<file path="src/sv/psl_pkg.sv">
package psl_pkg;

  // List geometry.
  localparam int DEPTH      = 128;
  localparam int DATA_WIDTH = 32;

  // The count must also hold DEPTH itself.
  localparam int CNT_W = $clog2(DEPTH + 1);

  // Positions and cell indexes are compared at this width.
  localparam int CMP_W = (CNT_W > 8) ? CNT_W : 8;

  // The read OR tree is split into groups of this many cells.
  localparam int RD_GRP = 16;
  localparam int GRP_N  = (DEPTH + RD_GRP - 1) / RD_GRP;

  typedef enum logic [1:0] {
    OP_READ   = 2'd0,
    OP_WRITE  = 2'd1,
    OP_INSERT = 2'd2,
    OP_DELETE = 2'd3
  } psl_op_t;

  typedef enum logic [1:0] {
    ST_OK    = 2'd0,
    ST_RANGE = 2'd1,
    ST_FULL  = 2'd2
  } psl_status_t;

  typedef struct packed {
    logic [1:0]  operation;
    logic [7:0]  position;
    logic [31:0] value;
  } psl_in_t;

  typedef struct packed {
    logic [31:0] read_value;
    logic [1:0]  status;
    logic [7:0]  length;
    logic        empty_res;
  } psl_out_t;

  // Command broadcast from the control to every cell.
  typedef struct packed {
    logic                  wr_en;
    logic                  ins_en;
    logic                  del_en;
    logic                  rd_en;
    logic [CMP_W-1:0]      tgt;
    logic [DATA_WIDTH-1:0] data;
  } psl_ctrl_t;

  // Fit a 32-bit request value to the stored width.
  function automatic logic [DATA_WIDTH-1:0] to_data(input logic [31:0] v);
    logic [63:0] t;
    t = {32'b0, v};
    return t[DATA_WIDTH-1:0];
  endfunction

  // Fit a stored word to the 32-bit result field.
  function automatic logic [31:0] from_data(input logic [DATA_WIDTH-1:0] d);
    logic [63:0] t;
    t = '0;
    t[DATA_WIDTH-1:0] = d;
    return t[31:0];
  endfunction

  // Fit the count to the 8-bit length field.
  function automatic logic [7:0] to_len(input logic [CNT_W-1:0] c);
    logic [15:0] t;
    t = '0;
    t[CNT_W-1:0] = c;
    return t[7:0];
  endfunction

endpackage

</file>
<file path="src/sv/psl_cell.sv">
module psl_cell import psl_pkg::*; (
  input  logic                  clk,
  input  psl_ctrl_t             ctrl,
  input  logic [CMP_W-1:0]      cell_idx,
  input  logic [DATA_WIDTH-1:0] prev_entry,
  input  logic [DATA_WIDTH-1:0] next_entry,
  output logic [DATA_WIDTH-1:0] entry,
  output logic [DATA_WIDTH-1:0] rd_tap
);

  logic [DATA_WIDTH-1:0] entry_r;
  logic [DATA_WIDTH-1:0] entry_nxt;
  logic                  at_tgt;
  logic                  above_tgt;

  // Where this cell sits relative to the target position.
  assign at_tgt    = (cell_idx == ctrl.tgt);
  assign above_tgt = (cell_idx > ctrl.tgt);

  // Overwrite at the target, take the lower neighbor on insert, the upper on delete.
  always_comb begin
    entry_nxt = entry_r;
    if (ctrl.wr_en && at_tgt) begin
      entry_nxt = ctrl.data;
    end else if (ctrl.ins_en) begin
      if (above_tgt) begin
        entry_nxt = prev_entry;
      end else if (at_tgt) begin
        entry_nxt = ctrl.data;
      end
    end else if (ctrl.del_en && (at_tgt || above_tgt)) begin
      entry_nxt = next_entry;
    end
  end

  always_ff @(posedge clk) begin
    entry_r <= entry_nxt;
  end

  assign entry  = entry_r;
  assign rd_tap = (ctrl.rd_en && at_tgt) ? entry_r : '0;

endmodule

</file>
<file path="config.mk">
export PLATFORM = sky130hd
export DESIGN_NAME = psl_cell
export DESIGN_NICKNAME = d
export VERILOG_FILES = /design/src/sv/psl_pkg.sv /design/src/sv/psl_cell.sv
export SDC_FILE = /design/constraint.sdc
export NUM_CORES = 1
export LEC_CHECK = 0
export ABC_CLOCK_PERIOD_IN_PS = 5300
export BUFFER_PORTS_ARGS = -buffer_cell sky130_fd_sc_hd__clkbuf_2
export CAP_MARGIN = 40
export CORE_MARGIN = 1.5
export CORE_UTILIZATION = 25
export CTS_CLUSTER_DIAMETER = 120
export DETAILED_ROUTE_END_ITERATION = 10
export PLACE_DENSITY_LB_ADDON = 0.25
export REMOVE_ABC_BUFFERS = 1
export SYNTH_ARGS = -nofsm -noshare
export SYNTH_HDL_FRONTEND = slang
export SYNTH_SLANG_ARGS = --single-unit
</file>
<file path="constraint.sdc">
create_clock -name clk -period 5.3 [get_ports clk]
set_input_delay 0.265 -clock clk [delete_from_list [all_inputs] [get_ports clk]]
set_output_delay 0.265 -clock clk [all_outputs]
set_load 0.05 [all_outputs]
</file>
==> metrics.csv <==
metric,value,unit
outcome,"complete, but fails checks",
failing checks,design-rule violations,
dpl cell area,0.00330,mm2
Worst-Margin Slew,0.779,ns
vias in the first global route,2616,
Final Max Slew Viols,0,
worst hold stages,3,
Async SR Flop Fraction,0,%
DRC Markers,12,
count of cell types in the netlist,25,
Met2 Wirelength,4450,um
Clock Sinks,32,
Hold Buf Count CTS,0,
synth cell count leaders,"34 x o21ai_0, 33 x a31oi_1, 33 x o22ai_1",
hold path startpoint,next_entry[15],
Detailed Place HPWL,6260,um
post-route minimum period,2.68,ns
"FF+latch count, synth",32,
post-cts resize count,0,
Starting Density,25.9,%
GRT Overall Usage,16.5,%
critical-path maximum fanout,24,
routed wire length,8460,um
pin count of the biggest net entering global routing,36,
MaxCap Viol Count,0,
setup bufs post-CTS,0,
Mapped Cells,257,
Final WS setup,2.62,ns
Power Density,258,mW/mm2
I/O Pins,181,
Avg Vias per Cell,5.15,
area of the multi-input gates,0.00118,mm2
initial antenna violation count,0,
grt total ovfl,0,
Fin Setup TNS,0,ns
Synth area leader,edfxtp_1,
Syn. warnings,0,
core area,0.00881,mm2
Starting DRT DRC Count,141,
CTS Buf Count,5,
ys flop type,edfxtp_1,
wire per inst,16.0,um
Antenna Cells,0,
die area,0.00972,mm2
"CTS clk-pin slew, worst paths",0.07,ns
Layout area overhead,48.0,%
chip height,98.6,um
fin cells,530,
top-count cell post-synth,o21ai_0,
unrepaired setup endpoints after global routing,false,
CP Class,in -> reg,
Setup WS pre-CTS,2.32,ns
first-pass GRT wire length,12700,um
Leak,1.69,nW
crit path launch type,input port,
Filler cells,943,
Die Wd,98.6,um
design area,0.00338,mm2
share of layout cells above drive strength 1,47.2,%
top routing layer used,met4,
final hold vios,0,
Routed met3 length,570,um
post-synthesis sequential area ratio,42.1,%
worst hold path type,in -> reg,
relative slew slack,48.1,%
GP Congestion,0.752,
Reg area,961,um2
NumNets Final,547,
Root Buffer,clkbuf_8,
Tcrit/Tclk final,50.5,%
Vias,2732,
Hold Slack,0.370,ns
Post-synth EDFFs,32,
Port Buffer Count,180,
peak supply drop,95.6,uV
"Req. time, crit path",5.41,ns
antenna-violating nets left,0,
drt first pass iters,8,
WL met1,3390,um
Synth Cell Area,0.00228,mm2
synth top area cells,"edfxtp_1 42%, a31oi_1 9.0%, o22ai_1 9.0%, and3_1 8.8%, o21ai_0 7.4%",
# rows,34,
max FFs per register,32,
fmax,374,MHz
crit path DAT,2.79,ns
placed cell count,523,
Syn Area/Cell,8.89,um2
CTS H-tree lvls,2,
Crit. End Element,register,
CTS Buffer Depth,2,
TritonCTS clock tree,built,
final setup fails,0,
Worst Setup SP,ctrl[39],
share of the synthesized area in the top cell type,42.1,%
[area by class of cell]
class | instances | area share, %
clock inverter | 2 | 0.222
multi-input combinational | 187 | 34.9
clock buffer | 5 | 2.04
inverter | 9 | 0.999
sequential | 32 | 28.4
timing repair buffer | 187 | 29.5
tap | 108 | 4.00
[metrics by stage]
step	power, mW	utilization (%)
floorplan	0.575	-
global placement	0.693	36.7
detailed placement	0.708	37.5
CTS	0.887	38.4
global route	0.919	38.4
finish	0.874	38.4
[worst max-delay path, cell delays in order]
cell      delay (ns)
clkbuf_2        0.08
inv_1           0.03
ha_1            0.31
nand4_2         0.23
nor2_2          0.43
buf_4           0.36
a211o_1         0.53
buf_8           0.24
nand3_1         0.09
a31oi_1         0.21
[metal layers]
metal,GRT usage [%],vias up
met5,0,-
met4,3.74,0
met3,2.77,2
met2,31.6,116
met1,19.1,1264
li1,-,1350
[cell usage in the layout (no fill, tap or decap), types with 2 or more instances in the layout]
| master | instances |
|---|---|
| clkbuf_2 | 180 |
| o21ai_0 | 33 |
| o22ai_1 | 33 |
| a31oi_1 | 33 |
| nand3_1 | 32 |
| and3_1 | 32 |
| edfxtp_1 | 32 |
| inv_1 | 9 |
| ha_1 | 8 |
| clkbuf_8 | 5 |
| a21oi_1 | 3 |
| buf_8 | 3 |
| buf_4 | 3 |
| clkinv_1 | 2 |
[path summary, 6_finish.rpt]
| kind | slack [ns] | to |
|---|---|---|
| hold / removal | 0.37 | entry[15]$_DFFE_PP_ |
| setup / recovery | 2.62 | entry[13]$_DFFE_PP_ |
[cell families (layout without fill, tap and decap cells)]
logic type | Yosys count | count (layout) | share of synthesized area (%)
adders and majority gates | 8 | 8 | 4.38
and+or+nand+nor | 72 | 72 | 18.5
DFF | 32 | 32 | 42.1
AOI/OAI and AO/OA | 107 | 107 | 27.4
buffers and inverters | 38 | 203 | 7.67
[report_power, final]
part | switching, mW | internal, mW | leakage (nW) | total, mW
logic | 0.248 | 0.101 | 1.34 | 0.348
registers | 0.0207 | 0.331 | 0.307 | 0.352
clock network | 0.0872 | 0.0866 | 0.0391 | 0.174
total | 0.355 | 0.518 | 1.69 | 0.874
Power figures use the tool's default switching activity.
